$ cat config.mk
export PLATFORM = sky130hd
export DESIGN_NAME = tour_tail_crossover_core
export DESIGN_NICKNAME = d
export VERILOG_FILES = /design/src/hdl/ttx_pkg.sv /design/src/hdl/tour_tail_crossover_core.sv /design/src/hdl/ttx_ram.sv /design/src/hdl/ttx_csr.sv /design/src/hdl/ttx_ctrl.sv /design/src/hdl/ttx_datapath.sv
export SDC_FILE = /design/constraint.sdc
export NUM_CORES = 2
export LEC_CHECK = 0
export BUFFER_PORTS_ARGS = -buffer_cell sky130_fd_sc_hd__buf_2
export CAP_MARGIN = 20
export CORE_MARGIN = 2
export CORE_UTILIZATION = 50
export DETAILED_ROUTE_END_ITERATION = 8
export PLACE_DENSITY = 0.66
export REMOVE_ABC_BUFFERS = 1
export SETUP_SLACK_MARGIN = 0.02
export SYNTH_ARGS = -nofsm -noshare
export SYNTH_HDL_FRONTEND = slang
export SYNTH_SLANG_ARGS = --single-unit
export TNS_END_PERCENT = 20
$ cat constraint.sdc
create_clock -name clock -period 14 [get_ports clock]
set_input_delay 0.7 -clock clock [delete_from_list [all_inputs] [get_ports clock]]
set_output_delay 0.7 -clock clock [all_outputs]
set_load 0.02 [all_outputs]
$ cat src/hdl/ttx_pkg.sv
// ----------------------------------------------------------------------------
// ttx_pkg
// Shared constants and types of the tour tail crossover block.
// ----------------------------------------------------------------------------
package ttx_pkg;

   localparam int MAX_GENES_DEF = 64;
   localparam int GENE_BITS_DEF = 6;

   localparam int TOUR_LEN_W = 7;
   localparam int TAIL_LEN_W = 6;
   localparam int MIN_TOUR_LEN = 4;
   localparam logic [TOUR_LEN_W-1:0] TOUR_LEN_RESET = 7'd32;

   localparam int CSR_ADDR_W = 3;
   localparam int CSR_DATA_W = 32;

   // register index decoded from paddr[2]
   localparam logic REG_TOUR_LENGTH = 1'b0;

   typedef enum logic [4:0] {
      ST_IDLE  = 5'b00001,
      ST_MASK  = 5'b00010,
      ST_CROSS = 5'b00100,
      ST_TAIL  = 5'b01000,
      ST_EMIT  = 5'b10000
   } ttx_state_type;

   typedef struct packed {
      logic load;
      logic clear;
      logic do_mask;
      logic do_cross;
      logic do_tail;
      logic do_emit;
      logic last_pos;
   } ttx_cmd_type;

   typedef struct packed {
      logic pipe_busy;
   } ttx_sts_type;

endpackage

$ cat src/hdl/tour_tail_crossover_core.sv
// ----------------------------------------------------------------------------
// tour_tail_crossover_core
// Tail crossover of two parent tours into two child tours.
//
// Input: a beat is taken when start is high and busy is low. Each beat
// writes one gene of parent A and one of parent B at the next position
// while the stores are not full; beats without req_last return nothing.
// A beat with req_last builds both children and then emits one gene pair
// per cycle on the rsp_ ports, qualified by rsp_strobe, positions 0 up to
// len-1, rsp_end_of_tour on the final pair. The receiver cannot stall.
// With len the clamped tour length, tail the clamped tail length and
// head = len - tail, the build walks the parent stores three times over a
// single shared read address: positions 0 to head-1 for the presence
// masks, 0 to head-1 again for the cross fill, head to len-1 for the own
// tail; emit then walks positions 0 to len-1. busy stays high from the
// closing beat until the final pair is emitted.
// Reset: tour length 32, load position zero, no results pending.
// ----------------------------------------------------------------------------
module tour_tail_crossover_core
   import ttx_pkg::*;
#(
   parameter int MAX_GENES = MAX_GENES_DEF,
   parameter int GENE_BITS = GENE_BITS_DEF
) (
   input  logic                         clock,
   input  logic                         reset,
   input  logic                         start,
   output logic                         busy,
   input  logic [GENE_BITS-1:0]         req_gene_a,
   input  logic [GENE_BITS-1:0]         req_gene_b,
   input  logic [TAIL_LEN_W-1:0]        req_tail_length,
   input  logic                         req_last,
   output logic                         rsp_strobe,
   output logic [GENE_BITS-1:0]         rsp_child_a_gene,
   output logic [GENE_BITS-1:0]         rsp_child_b_gene,
   output logic [$clog2(MAX_GENES)-1:0] rsp_position,
   output logic                         rsp_end_of_tour,
   input  logic                         csr_psel,
   input  logic                         csr_penable,
   input  logic                         csr_pwrite,
   input  logic [CSR_ADDR_W-1:0]        csr_paddr,
   input  logic [CSR_DATA_W-1:0]        csr_pwdata,
   output logic [CSR_DATA_W-1:0]        csr_prdata,
   output logic                         csr_pready
);

   localparam int AW = $clog2(MAX_GENES);
   localparam int CW = $clog2(MAX_GENES + 1);

   logic [TOUR_LEN_W-1:0] tour_length;
   ttx_cmd_type           cmd;
   ttx_sts_type           sts;
   logic [AW-1:0]         load_addr;
   logic [AW-1:0]         rd_addr;
   logic [CW-1:0]         len;
   logic [CW-1:0]         head;

   ttx_csr u_csr (
      .clock       (clock),
      .reset       (reset),
      .csr_psel    (csr_psel),
      .csr_penable (csr_penable),
      .csr_pwrite  (csr_pwrite),
      .csr_paddr   (csr_paddr),
      .csr_pwdata  (csr_pwdata),
      .csr_prdata  (csr_prdata),
      .csr_pready  (csr_pready),
      .tour_length (tour_length)
   );

   ttx_ctrl #(.MAX_GENES(MAX_GENES)) u_ctrl (
      .clock           (clock),
      .reset           (reset),
      .start           (start),
      .busy            (busy),
      .req_last        (req_last),
      .req_tail_length (req_tail_length),
      .tour_length     (tour_length),
      .sts             (sts),
      .cmd             (cmd),
      .load_addr       (load_addr),
      .rd_addr         (rd_addr),
      .len             (len),
      .head            (head)
   );

   ttx_datapath #(.MAX_GENES(MAX_GENES), .GENE_BITS(GENE_BITS)) u_datapath (
      .clock            (clock),
      .reset            (reset),
      .cmd              (cmd),
      .sts              (sts),
      .load_addr        (load_addr),
      .rd_addr          (rd_addr),
      .len              (len),
      .head             (head),
      .req_gene_a       (req_gene_a),
      .req_gene_b       (req_gene_b),
      .rsp_strobe       (rsp_strobe),
      .rsp_child_a_gene (rsp_child_a_gene),
      .rsp_child_b_gene (rsp_child_b_gene),
      .rsp_position     (rsp_position),
      .rsp_end_of_tour  (rsp_end_of_tour)
   );

endmodule

$ cat src/hdl/ttx_ram.sv
// ----------------------------------------------------------------------------
// ttx_ram
// Generic single-write, single-read RAM with registered read data.
// ----------------------------------------------------------------------------
module ttx_ram #(
   parameter int WIDTH = 6,
   parameter int DEPTH = 64
) (
   input  logic                     clock,
   input  logic                     wr_en,
   input  logic [$clog2(DEPTH)-1:0] wr_addr,
   input  logic [WIDTH-1:0]         wr_data,
   input  logic [$clog2(DEPTH)-1:0] rd_addr,
   output logic [WIDTH-1:0]         rd_data
);

   logic [WIDTH-1:0] mem_ff [DEPTH];
   logic [WIDTH-1:0] rd_data_ff;

   always_ff @(posedge clock) begin
      if (wr_en) begin
         mem_ff[wr_addr] <= wr_data;
      end
      rd_data_ff <= mem_ff[rd_addr];
   end

   assign rd_data = rd_data_ff;

endmodule

$ cat src/hdl/ttx_csr.sv
// ----------------------------------------------------------------------------
// ttx_csr
// Register file on the APB-style port: tour length register.
// ----------------------------------------------------------------------------
module ttx_csr
   import ttx_pkg::*;
(
   input  logic                  clock,
   input  logic                  reset,
   input  logic                  csr_psel,
   input  logic                  csr_penable,
   input  logic                  csr_pwrite,
   input  logic [CSR_ADDR_W-1:0] csr_paddr,
   input  logic [CSR_DATA_W-1:0] csr_pwdata,
   output logic [CSR_DATA_W-1:0] csr_prdata,
   output logic                  csr_pready,
   output logic [TOUR_LEN_W-1:0] tour_length
);

   logic [TOUR_LEN_W-1:0] tour_length_ff;
   logic [TOUR_LEN_W-1:0] tour_length_in;
   logic                  reg_index;
   logic                  wr_beat;

   assign reg_index = csr_paddr[2];
   assign wr_beat   = csr_psel & csr_penable & csr_pwrite;

   always_comb begin
      tour_length_in = tour_length_ff;
      if (wr_beat && reg_index == REG_TOUR_LENGTH) begin
         tour_length_in = csr_pwdata[TOUR_LEN_W-1:0];
      end
   end

   always_ff @(posedge clock) begin
      if (reset) begin
         tour_length_ff <= TOUR_LEN_RESET;
      end else begin
         tour_length_ff <= tour_length_in;
      end
   end

   always_comb begin
      csr_prdata = '0;
      if (reg_index == REG_TOUR_LENGTH) begin
         csr_prdata = CSR_DATA_W'(tour_length_ff);
      end
   end

   assign csr_pready  = 1'b1;
   assign tour_length = tour_length_ff;

endmodule

$ cat src/hdl/ttx_ctrl.sv
// ----------------------------------------------------------------------------
// ttx_ctrl
// Sequencer: loads parent genes, then walks mask, cross, tail and emit passes.
// ----------------------------------------------------------------------------
module ttx_ctrl
   import ttx_pkg::*;
#(
   parameter int MAX_GENES = MAX_GENES_DEF
) (
   input  logic                           clock,
   input  logic                           reset,
   input  logic                           start,
   output logic                           busy,
   input  logic                           req_last,
   input  logic [TAIL_LEN_W-1:0]          req_tail_length,
   input  logic [TOUR_LEN_W-1:0]          tour_length,
   input  ttx_sts_type                    sts,
   output ttx_cmd_type                    cmd,
   output logic [$clog2(MAX_GENES)-1:0]   load_addr,
   output logic [$clog2(MAX_GENES)-1:0]   rd_addr,
   output logic [$clog2(MAX_GENES+1)-1:0] len,
   output logic [$clog2(MAX_GENES+1)-1:0] head
);

   localparam int AW = $clog2(MAX_GENES);
   localparam int CW = $clog2(MAX_GENES + 1);
   localparam logic [CW-1:0] ONE = CW'(1);
   localparam logic [CW-1:0] MAX_CNT = CW'(MAX_GENES);
   localparam logic [TOUR_LEN_W-1:0] LEN_MIN = TOUR_LEN_W'(MIN_TOUR_LEN);
   localparam logic [TOUR_LEN_W-1:0] LEN_MAX = TOUR_LEN_W'(MAX_GENES);

   ttx_state_type         state_ff, state_in;
   logic [CW-1:0]         count_ff, count_in;
   logic [CW-1:0]         idx_ff, idx_in;
   logic [CW-1:0]         len_ff, len_in;
   logic [CW-1:0]         head_ff, head_in;
   logic                  accept;
   logic [TOUR_LEN_W-1:0] len_clamp;
   logic [TOUR_LEN_W-1:0] half;
   logic [TOUR_LEN_W-1:0] tail_ext;
   logic [TOUR_LEN_W-1:0] tail_clamp;

   assign busy   = (state_ff != ST_IDLE) | sts.pipe_busy;
   assign accept = start & ~busy;

   always_comb begin
      len_clamp = tour_length;
      if (tour_length < LEN_MIN) begin
         len_clamp = LEN_MIN;
      end else if (tour_length > LEN_MAX) begin
         len_clamp = LEN_MAX;
      end
      half       = len_clamp >> 1;
      tail_ext   = TOUR_LEN_W'(req_tail_length);
      tail_clamp = tail_ext;
      if (tail_ext == '0) begin
         tail_clamp = TOUR_LEN_W'(1);
      end else if (tail_ext > half) begin
         tail_clamp = half;
      end
   end

   always_comb begin
      state_in = state_ff;
      count_in = count_ff;
      idx_in   = idx_ff;
      len_in   = len_ff;
      head_in  = head_ff;
      cmd      = '0;
      case (state_ff)
         ST_IDLE: begin
            if (accept) begin
               cmd.load = (count_ff < MAX_CNT);
               if (req_last) begin
                  count_in = '0;
                  idx_in   = '0;
                  len_in   = CW'(len_clamp);
                  head_in  = CW'(len_clamp - tail_clamp);
                  state_in = ST_MASK;
               end else if (count_ff < MAX_CNT) begin
                  count_in = count_ff + ONE;
               end
            end
         end
         ST_MASK: begin
            cmd.do_mask = 1'b1;
            cmd.clear   = (idx_ff == '0);
            if (idx_ff == head_ff - ONE) begin
               idx_in   = '0;
               state_in = ST_CROSS;
            end else begin
               idx_in = idx_ff + ONE;
            end
         end
         ST_CROSS: begin
            cmd.do_cross = 1'b1;
            if (idx_ff == head_ff - ONE) begin
               idx_in   = head_ff;
               state_in = ST_TAIL;
            end else begin
               idx_in = idx_ff + ONE;
            end
         end
         ST_TAIL: begin
            cmd.do_tail = 1'b1;
            if (idx_ff == len_ff - ONE) begin
               idx_in   = '0;
               state_in = ST_EMIT;
            end else begin
               idx_in = idx_ff + ONE;
            end
         end
         ST_EMIT: begin
            cmd.do_emit  = 1'b1;
            cmd.last_pos = (idx_ff == len_ff - ONE);
            if (idx_ff == len_ff - ONE) begin
               idx_in   = '0;
               state_in = ST_IDLE;
            end else begin
               idx_in = idx_ff + ONE;
            end
         end
         default: begin
            state_in = ST_IDLE;
         end
      endcase
   end

   always_ff @(posedge clock) begin
      if (reset) begin
         state_ff <= ST_IDLE;
         count_ff <= '0;
         idx_ff   <= '0;
      end else begin
         state_ff <= state_in;
         count_ff <= count_in;
         idx_ff   <= idx_in;
      end
   end

   always_ff @(posedge clock) begin
      len_ff  <= len_in;
      head_ff <= head_in;
   end

   assign load_addr = count_ff[AW-1:0];
   assign rd_addr   = idx_ff[AW-1:0];
   assign len       = len_ff;
   assign head      = head_ff;

endmodule

$ cat src/hdl/ttx_datapath.sv
// ----------------------------------------------------------------------------
// ttx_datapath
// Parent stores, child tail stores, presence masks and the result register.
// ----------------------------------------------------------------------------
module ttx_datapath
   import ttx_pkg::*;
#(
   parameter int MAX_GENES = MAX_GENES_DEF,
   parameter int GENE_BITS = GENE_BITS_DEF
) (
   input  logic                           clock,
   input  logic                           reset,
   input  ttx_cmd_type                    cmd,
   output ttx_sts_type                    sts,
   input  logic [$clog2(MAX_GENES)-1:0]   load_addr,
   input  logic [$clog2(MAX_GENES)-1:0]   rd_addr,
   input  logic [$clog2(MAX_GENES+1)-1:0] len,
   input  logic [$clog2(MAX_GENES+1)-1:0] head,
   input  logic [GENE_BITS-1:0]           req_gene_a,
   input  logic [GENE_BITS-1:0]           req_gene_b,
   output logic                           rsp_strobe,
   output logic [GENE_BITS-1:0]           rsp_child_a_gene,
   output logic [GENE_BITS-1:0]           rsp_child_b_gene,
   output logic [$clog2(MAX_GENES)-1:0]   rsp_position,
   output logic                           rsp_end_of_tour
);

   localparam int AW = $clog2(MAX_GENES);
   localparam int CW = $clog2(MAX_GENES + 1);
   localparam int NG = 1 << GENE_BITS;
   localparam logic [CW-1:0] ONE = CW'(1);

   logic [GENE_BITS-1:0] ga, gb, ta, tb;
   logic [GENE_BITS-1:0] cand_a, cand_b;
   logic                 fill_a, fill_b;

   logic                 s1_mask_ff, s1_cross_ff, s1_tail_ff, s1_emit_ff, s1_last_ff;
   logic [AW-1:0]        s1_pos_ff;
   logic [CW-1:0]        pos_ext;

   logic [NG-1:0]        mask_a_ff, mask_a_in, mask_b_ff, mask_b_in;
   logic [NG-1:0]        placed_a_ff, placed_a_in, placed_b_ff, placed_b_in;
   logic [CW-1:0]        ind_a_ff, ind_a_in, ind_b_ff, ind_b_in;

   logic                 rsp_strobe_ff, rsp_end_ff;
   logic [GENE_BITS-1:0] rsp_a_ff, rsp_a_in, rsp_b_ff, rsp_b_in;
   logic [AW-1:0]        rsp_pos_ff;

   ttx_ram #(.WIDTH(GENE_BITS), .DEPTH(MAX_GENES)) u_parent_a (
      .clock   (clock),
      .wr_en   (cmd.load),
      .wr_addr (load_addr),
      .wr_data (req_gene_a),
      .rd_addr (rd_addr),
      .rd_data (ga)
   );

   ttx_ram #(.WIDTH(GENE_BITS), .DEPTH(MAX_GENES)) u_parent_b (
      .clock   (clock),
      .wr_en   (cmd.load),
      .wr_addr (load_addr),
      .wr_data (req_gene_b),
      .rd_addr (rd_addr),
      .rd_data (gb)
   );

   ttx_ram #(.WIDTH(GENE_BITS), .DEPTH(MAX_GENES)) u_tail_a (
      .clock   (clock),
      .wr_en   (fill_a),
      .wr_addr (ind_a_ff[AW-1:0]),
      .wr_data (cand_a),
      .rd_addr (rd_addr),
      .rd_data (ta)
   );

   ttx_ram #(.WIDTH(GENE_BITS), .DEPTH(MAX_GENES)) u_tail_b (
      .clock   (clock),
      .wr_en   (fill_b),
      .wr_addr (ind_b_ff[AW-1:0]),
      .wr_data (cand_b),
      .rd_addr (rd_addr),
      .rd_data (tb)
   );

   // candidate gene and fill decision for each child
   always_comb begin
      cand_a = s1_cross_ff ? gb : ga;
      cand_b = s1_cross_ff ? ga : gb;
      fill_a = ((s1_cross_ff & ~mask_a_ff[gb]) | (s1_tail_ff & ~placed_a_ff[ga]))
               & (ind_a_ff < len);
      fill_b = ((s1_cross_ff & ~mask_b_ff[ga]) | (s1_tail_ff & ~placed_b_ff[gb]))
               & (ind_b_ff < len);
   end

   always_comb begin
      mask_a_in   = mask_a_ff;
      mask_b_in   = mask_b_ff;
      placed_a_in = placed_a_ff;
      placed_b_in = placed_b_ff;
      ind_a_in    = ind_a_ff;
      ind_b_in    = ind_b_ff;
      if (cmd.clear) begin
         mask_a_in   = '0;
         mask_b_in   = '0;
         placed_a_in = '0;
         placed_b_in = '0;
         ind_a_in    = head;
         ind_b_in    = head;
      end else begin
         if (s1_mask_ff) begin
            mask_a_in[ga] = 1'b1;
            mask_b_in[gb] = 1'b1;
         end
         if (fill_a) begin
            placed_a_in[cand_a] = 1'b1;
            ind_a_in            = ind_a_ff + ONE;
         end
         if (fill_b) begin
            placed_b_in[cand_b] = 1'b1;
            ind_b_in            = ind_b_ff + ONE;
         end
      end
   end

   // head genes and unfilled tail slots keep the own parent gene
   always_comb begin
      pos_ext  = CW'(s1_pos_ff);
      rsp_a_in = ((pos_ext < head) || (pos_ext >= ind_a_ff)) ? ga : ta;
      rsp_b_in = ((pos_ext < head) || (pos_ext >= ind_b_ff)) ? gb : tb;
   end

   always_ff @(posedge clock) begin
      if (reset) begin
         s1_mask_ff    <= 1'b0;
         s1_cross_ff   <= 1'b0;
         s1_tail_ff    <= 1'b0;
         s1_emit_ff    <= 1'b0;
         rsp_strobe_ff <= 1'b0;
      end else begin
         s1_mask_ff    <= cmd.do_mask;
         s1_cross_ff   <= cmd.do_cross;
         s1_tail_ff    <= cmd.do_tail;
         s1_emit_ff    <= cmd.do_emit;
         rsp_strobe_ff <= s1_emit_ff;
      end
   end

   always_ff @(posedge clock) begin
      s1_last_ff  <= cmd.last_pos;
      s1_pos_ff   <= rd_addr;
      mask_a_ff   <= mask_a_in;
      mask_b_ff   <= mask_b_in;
      placed_a_ff <= placed_a_in;
      placed_b_ff <= placed_b_in;
      ind_a_ff    <= ind_a_in;
      ind_b_ff    <= ind_b_in;
      rsp_a_ff    <= rsp_a_in;
      rsp_b_ff    <= rsp_b_in;
      rsp_pos_ff  <= s1_pos_ff;
      rsp_end_ff  <= s1_last_ff;
   end

   assign sts.pipe_busy    = s1_mask_ff | s1_cross_ff | s1_tail_ff | s1_emit_ff;
   assign rsp_strobe       = rsp_strobe_ff;
   assign rsp_child_a_gene = rsp_a_ff;
   assign rsp_child_b_gene = rsp_b_ff;
   assign rsp_position     = rsp_pos_ff;
   assign rsp_end_of_tour  = rsp_strobe_ff & rsp_end_ff;

endmodule

After elaboration in Yosys (flattened, before gate mapping):

Memory sizes are Yosys's and may differ from the RTL's. A register that Yosys moved wholly into a read port is not among the register bits.
Index checks and enable logic that the tools add are counted.

* order comparisons: 17
* add/subtract/negate cells: 7
* reduce and logical (&&, ||, !) cells: 18
* equal/unequal tests: 14
* muxes and demuxes: 56
* bitwise logic cells: 26

Operators with widths (count)
* $or A64 B64 Y64: 4
* $mux W7: 15
* $mux W5: 6
* $mux W6: 5
* $add A7 B1 Y7 const B: 4
* $lt A6 B7 Y1 const B: 4
* $pmux W7 S4: 1
* $pmux W5 S5: 1
* $bmux W1 S6: 4
* $demux W1 S6: 4
* $ge A6 B1 Y1 const B: 4
* $mux W1: 18
* $eq A7 B7 Y1: 2
* $ge A6 B7 Y1: 2
* $lt A7 B7 Y1: 2
* $sub A7 B1 Y7 const B: 2
* $and A1 B1 Y1: 10
* $ne A2 B1 Y1 const B: 5
* $reduce_and A3 Y1: 3
* $gt A7 B7 Y1 const B: 1
* $logic_not A7 Y1: 1
* $lt A6 B7 Y1: 1
* $lt A7 B3 Y1 const B: 1
* $lt A7 B7 Y1 const B: 1
* 19 further kinds: 37

* output and inout port bits: 54
* word-level logic and storage cells: 165
* register bits after elaboration: 341
* input port bits: 60
* memories kept: 4
* RAM bits: 1536

Memories
* u_datapath.u_parent_a.mem_ff: depth 64, width 6, rd ports 1, clocked after Yosys merged registers in 1, write ports 1, line ttx_ram.sv:17 `logic [WIDTH-1:0] mem_ff [DEPTH];`
* u_datapath.u_parent_b.mem_ff: depth 64, width 6, rd ports 1, clocked after Yosys merged registers in 1, write ports 1, line ttx_ram.sv:17
* u_datapath.u_tail_a.mem_ff: depth 64, width 6, rd ports 1, clocked after Yosys merged registers in 1, write ports 1, line ttx_ram.sv:17
* u_datapath.u_tail_b.mem_ff: depth 64, width 6, rd ports 1, clocked after Yosys merged registers in 1, write ports 1, line ttx_ram.sv:17

Longest topological paths before layout:

* depth in word-level cells: 10
* mapped depth: 21
* gate-level depth less buffers: 21

Modules after synthesis:

Synthesis repeated with hierarchy kept, for this count alone.

* cell total of the unflattened synthesis: 4726
* area total of the unflattened synthesis: 77732.1 sq um

Modules (own cells, without submodules)
* ttx_ram: area an instance 15225.9 sq um, times used 4, seq. area each 11651.2 sq um, cells each 720
* ttx_datapath: area an instance 13608.1 sq um, times used 1, seq. area each 6165.9 sq um, cells each 1473
* ttx_ctrl: area an instance 2638.8 sq um, times used 1, seq. area each 800.8 sq um, cells each 307
* ttx_csr: area an instance 581.8 sq um, times used 1, seq. area each 140.1 sq um, cells each 66

Worst setup path before layout:

No wires, ideal clock.

* path type: register to register
* start: register u_datapath.u_parent_a.rd_data_ff[2] (netlist: u_datapath.u_parent_a.rd_data[2]) (read register of u_datapath.u_parent_a.mem_ff)
* end: register u_datapath.placed_a_ff[14]
* setup time: 0.062 ns
* stages on the path, launching flop included: 8
* period minus slack after synthesis: 4.911 ns
* arrival time: 4.849 ns
* data required time: 13.938 ns
* slack: 9.089 ns
* path buffers: 2
* cell sequence: dfxtp_1 > buf_2 > inv_1 > clkbuf_1 > o21ai_0 > nand2_1 > nor3_1 > a32o_1

* longest elaborated chain between the ends: 6
* elaborated cells on any way between the ends: 13
* those cells by class: 2 x order compare; 5 x mux; 5 x bitwise; 1 x reduce/logical

Ends and longest elaborated chain
* from (decl): line ttx_ram.sv:18 `logic [WIDTH-1:0] rd_data_ff;`
* $mux W6 (*): line ttx_datapath.sv:87 `cand_a = s1_cross_ff ? gb : ga;`
* via u_datapath.cand_a[2]: line ttx_datapath.sv:34 `logic [GENE_BITS-1:0] cand_a, cand_b;`
* $lt A6 B7 Y1 (implied by the code) / $ge A6 B1 Y1 (equally long branches): line ttx_datapath.sv:115 `placed_a_in[cand_a] = 1'b1;`
* $logic_and A1 B1 Y1 (implied by the code): line ttx_datapath.sv:115
* $mux W1 (implied by the code): line ttx_datapath.sv:115
* $demux W1 S6 (*)
* $or A64 B64 Y64 (no source line) (*)
* to (signal assigned): line ttx_datapath.sv:153 `placed_a_ff <= placed_a_in;`
* to (decl): line ttx_datapath.sv:42 `logic [NG-1:0] placed_a_ff, placed_a_in, placed_b_ff, placed_b_in;`

The timed path passes the listed nets; every way through them passes the cells marked *. The select of a mux whose other input is x is not followed.
A chain may end at the register's enable or synchronous reset.

Worst setup path after layout:

* start: register u_csr.tour_length_ff[6] (netlist: u_csr.tour_length[6])
* end: register u_ctrl.head_ff[6] (netlist: u_ctrl.head[6]) (data pin)

* longest elaborated chain between the ends: 7
* elaborated cells on any way between the ends: 8
* those cells by class: 1 x add/sub; 3 x order compare; 4 x mux

Ends and longest elaborated chain
* from (decl): line ttx_csr.sv:20 `logic [TOUR_LEN_W-1:0] tour_length_ff;`
* from (signal assigned): line ttx_csr.sv:39 `tour_length_ff <= tour_length_in;`
* $gt A7 B7 Y1: line ttx_ctrl.sv:50 `end else if (tour_length > LEN_MAX) begin`
* $mux W7: line ttx_ctrl.sv:50
* $mux W7 (*): line ttx_ctrl.sv:48 `if (tour_length < LEN_MIN) begin`
* $gt A6 B6 Y1: line ttx_ctrl.sv:58 `end else if (tail_ext > half) begin`
* $mux W6: line ttx_ctrl.sv:58
* $mux W7: line ttx_ctrl.sv:56 `if (tail_ext == '0) begin`
* $sub A7 B7 Y7 (*): line ttx_ctrl.sv:78 `head_in = CW'(len_clamp - tail_clamp);`
* to (signal assigned): line ttx_ctrl.sv:143 `head_ff <= head_in;`
* to (decl): line ttx_ctrl.sv:36 `logic [CW-1:0] head_ff, head_in;`

Mark *: on every way between the ends. The rest lies on a longest branch, timed or not.

==> results.md <==
- RSZ-0062 raised after global routing: false
- Clock Latency Late Sink: 0.82 ns
- GP Congestion: 0.834
- Endpoints failing setup: 0
- Multiplexer share of the synthesized area: 16.0%
- Simple-gate share of the synthesized area: 4.82%
- Global-route wire length before repair: 265000 um
- GR Layer Usage met1: 32.8%
- I/O Buffers: 60
- Residual DRC: 0
- VDD IR-drop max: 0.000120 V
- Initial antenna violation count: 3
- Row count: 142
- Peak Freq: 187 MHz
- Fin util: 56.6%
- Post-Route WL: 179000 um
- Setup crit end kind: flip-flop
- Share of layout cells above drive strength 1: 22.6%
- Iter 0 DRT Violations: 4224
- Post-synth top area share: 62.0%
- Initial Utilization: 50.5%
- CTS clk-pin slew, worst paths: 0.06 ns
- Critical Path Max Stage Delay: 0.66 ns
- Core Region: 150000 um2
- Xor-xnor portion of the synthesized cell area: 0.451%
- Top FF cell, synth: edfxtp_1
- Final period util: 38.2%
- Async S/R FF share, synth: 0%
- Post-DP HPWL: 107000 um
- Cell Pwr Density: 138 nW/um2
- #FFs+latches synth: 1901
- # IOs: 114
- Met3 GRT Util: 4.04%
- CTS tree: done
- Worst path slowest cell: o22ai_1
- Placed Instances: 6230
- Min Tclk post-route: 5.35 ns
- Fillcell total: 11300
- Hold Path Depth: 3
- H-tree depth: 4
- First-pass DRT Iterations: 5
- Slew HR: 18.3%
- Status: completed
- Syn_area_per_cell: 17.7 um2
- Synthesis Warnings: 0
- Final Hold Vio Count: 0
- Cell depth of the worst setup path: 19
- Via Count: 40500
- Main combinational cell family by area after synthesis: multiplexers
- Max-cap violations: 0
- Pin count of the biggest net entering global routing: 108
- Post-synthesis sequential area ratio: 70.9%
- Chip height: 393 um
- Worst path buffer plus inverter count: 1
- Most common cell after layout, fill and taps aside: edfxtp_1
- Top delay family on crit path: compound AO/OA/AOI/OAI gates
- Leakage Power: 27.1 nW
- Die ar.: 155000 um2
- Setup Fix Bufs, Post-CTS: 0
- Grt total ovfl: 0
- Nets: 4534
- Drt via density: 6.13
- Final Non-Filler Cells: 6600
- CP Class: flip-flop to flip-flop
- # resized after CTS: 0
- Area leader, netlist: edfxtp_1
- Cells after Synth: 4280
- Critical Path RT: 14.56 ns
- Hold WC Path Type: input pin to flip-flop
- Post-synthesis cell type count: 79
- CP cell instances: clkinv_1 > o21ai_0 > ha_1 > nor2b_1 > o21a_1 > o21a_1 > o21a_1 > o21a_1 > o22ai_1 > nor2_1 > a211o_1 > ha_1 > fa_1 > nor2b_1 > o21ai_0 > nand2b_1 > a21o_1 > a21oi_1 > xnor2_1
- Area Overhead vs Synth: 12.1%
- Final antenna-violating net count: 0
- Design Power: 11.7 mW
- Hold_buf cts: 0
- Clock skew: 0.0245 ns
- GR peak layer: met2
- EDFF count, synth: 1564
- Number of global-route vias before repair: 40000
- CTS root buf: clkbuf_16
- CP Max Fanout: 13
- Post-Syn Area: 75800 um2
- All-Layer GR Usage: 23.0%
- Synth Area in Compound Gates: 5.01%
- Measured slew at the worst slew-check pin: 1.23 ns
- Critical path data arrival time: 5.91 ns
- CP dominant cell by count: o21a_1
- Fin. max-slew vios: 0
- Most frequent cells in the layout: edfxtp_1 (1564), mux4_2 (469), nor2_1 (394)
- Average wire per standard cell: 27.2 um
- R2R cell count: 19
- Critical Path Start Type: flip-flop
- Chip width: 393 um
- Synth Area in Adders: 0.819%
- CTS Buf Count: 189
- Clock sinks: 1901
- Top area cells in the synthesized netlist: edfxtp_1 (62%), mux4_2 (14%), dfxtp_1 (8.9%)
- Diode count: 0
- Max Root-Sink Buffers: 3
- Met2 Track Usage GR: 36.5%
## area by class of cell
cell class | count | area, um2 | area share [%]
clock buffer | 256 | 5230 | 6.15
clock inverter | 94 | 1000 | 1.18
inverter | 62 | 233 | 0.274
multi-input combinational | 2069 | 20700 | 24.4
sequential | 1901 | 53700 | 63.2
tap | 2016 | 2520 | 2.97
timing repair buffer | 202 | 1520 | 1.79
## cell families (layout without fill, tap and decap cells)
| group | count (synthesis) | count (layout) |
|---|---|---|
| flops | 1901 | 1901 |
| simple gates | 792 | 792 |
| mux | 621 | 621 |
| compound gates | 542 | 542 |
| buf+inv | 334 | 614 |
| fa+ha+maj | 49 | 49 |
| xor+xnor | 39 | 39 |
| other cells | 2 | 26 |
## tightest hold or removal path, delay by kind of cell
family        cells  cell delay, ns
buf+inv           1            0.07
mux               1            0.05
simple gates      1            0.07
## sequential cells by signal (all words and copies together), names as in the netlist, 7 cells and up
name / count
u_ctrl.count_ff: 7
u_datapath.ind_a_ff: 7
u_ctrl.len: 7
u_datapath.ind_b_ff: 7
u_datapath.mask_b_ff: 64
u_ctrl.idx_ff: 7
u_datapath.mask_a_ff: 64
u_datapath.placed_a_ff: 64
u_ctrl.head: 7
u_datapath.u_parent_a.mem_ff: 384
u_datapath.placed_b_ff: 64
u_datapath.u_parent_b.mem_ff: 384
u_datapath.u_tail_b.mem_ff: 384
u_csr.tour_length: 7
u_datapath.u_tail_a.mem_ff: 384
## worst paths after layout
kind                                            start               endpoint  slack, ns
worst min register to register  u_datapath.s1_last_ff  u_datapath.rsp_end_ff       0.34
worst min-delay path                    csr_pwdata[0]   u_csr.tour_length[0]       0.12
worst max register to register   u_csr.tour_length[6]         u_ctrl.head[6]       8.65
worst max-delay path             u_csr.tour_length[6]         u_ctrl.head[6]       8.65
## power breakdown
group          switching [mW]  total (mW)  internal, mW
sequential             0.0255        6.20          6.18
clock                    2.16        5.03          2.88
combinational           0.332       0.455         0.123
## stage by stage
| stage | cell area (um2) | setup WS, ns | hold WS, ns | TNS [ns] |
|---|---|---|---|---|
| after floorplan | 74600 | -7.34 | 0.310 | -1687.96 |
| after global placement | 78400 | 8.90 | 0.315 | 0 |
| after detailed placement | 78500 | 8.79 | 0.323 | 0 |
| after CTS | 84700 | 8.78 | 0.0645 | 0 |
| after global routing | 85000 | 8.38 | 0.108 | 0 |
| final | 85000 | 8.65 | 0.120 | 0 |
## metal layers
layer / share of wire (%) / up-vias
met5: 0.0072 / -
met4: 2.5 / 2
met3: 7.5 / 246
met2: 48 / 1614
met1: 42 / 21200
li1: - / 17500
## synth_stat cells (35+ instances only)
master	instances
a21oi_1	183
a221oi_1	35
a22o_1	69
a32o_1	64
buf_1	59
buf_2	45
clkbuf_1	128
dfxtp_1	337
edfxtp_1	1564
ha_1	48
inv_1	59
mux2_2	51
mux2i_1	100
mux4_2	469
nand2_1	106
nand3_1	56
nor2_1	399
nor3_1	98
o21ai_0	67
(Power assumes the default switching activity.)
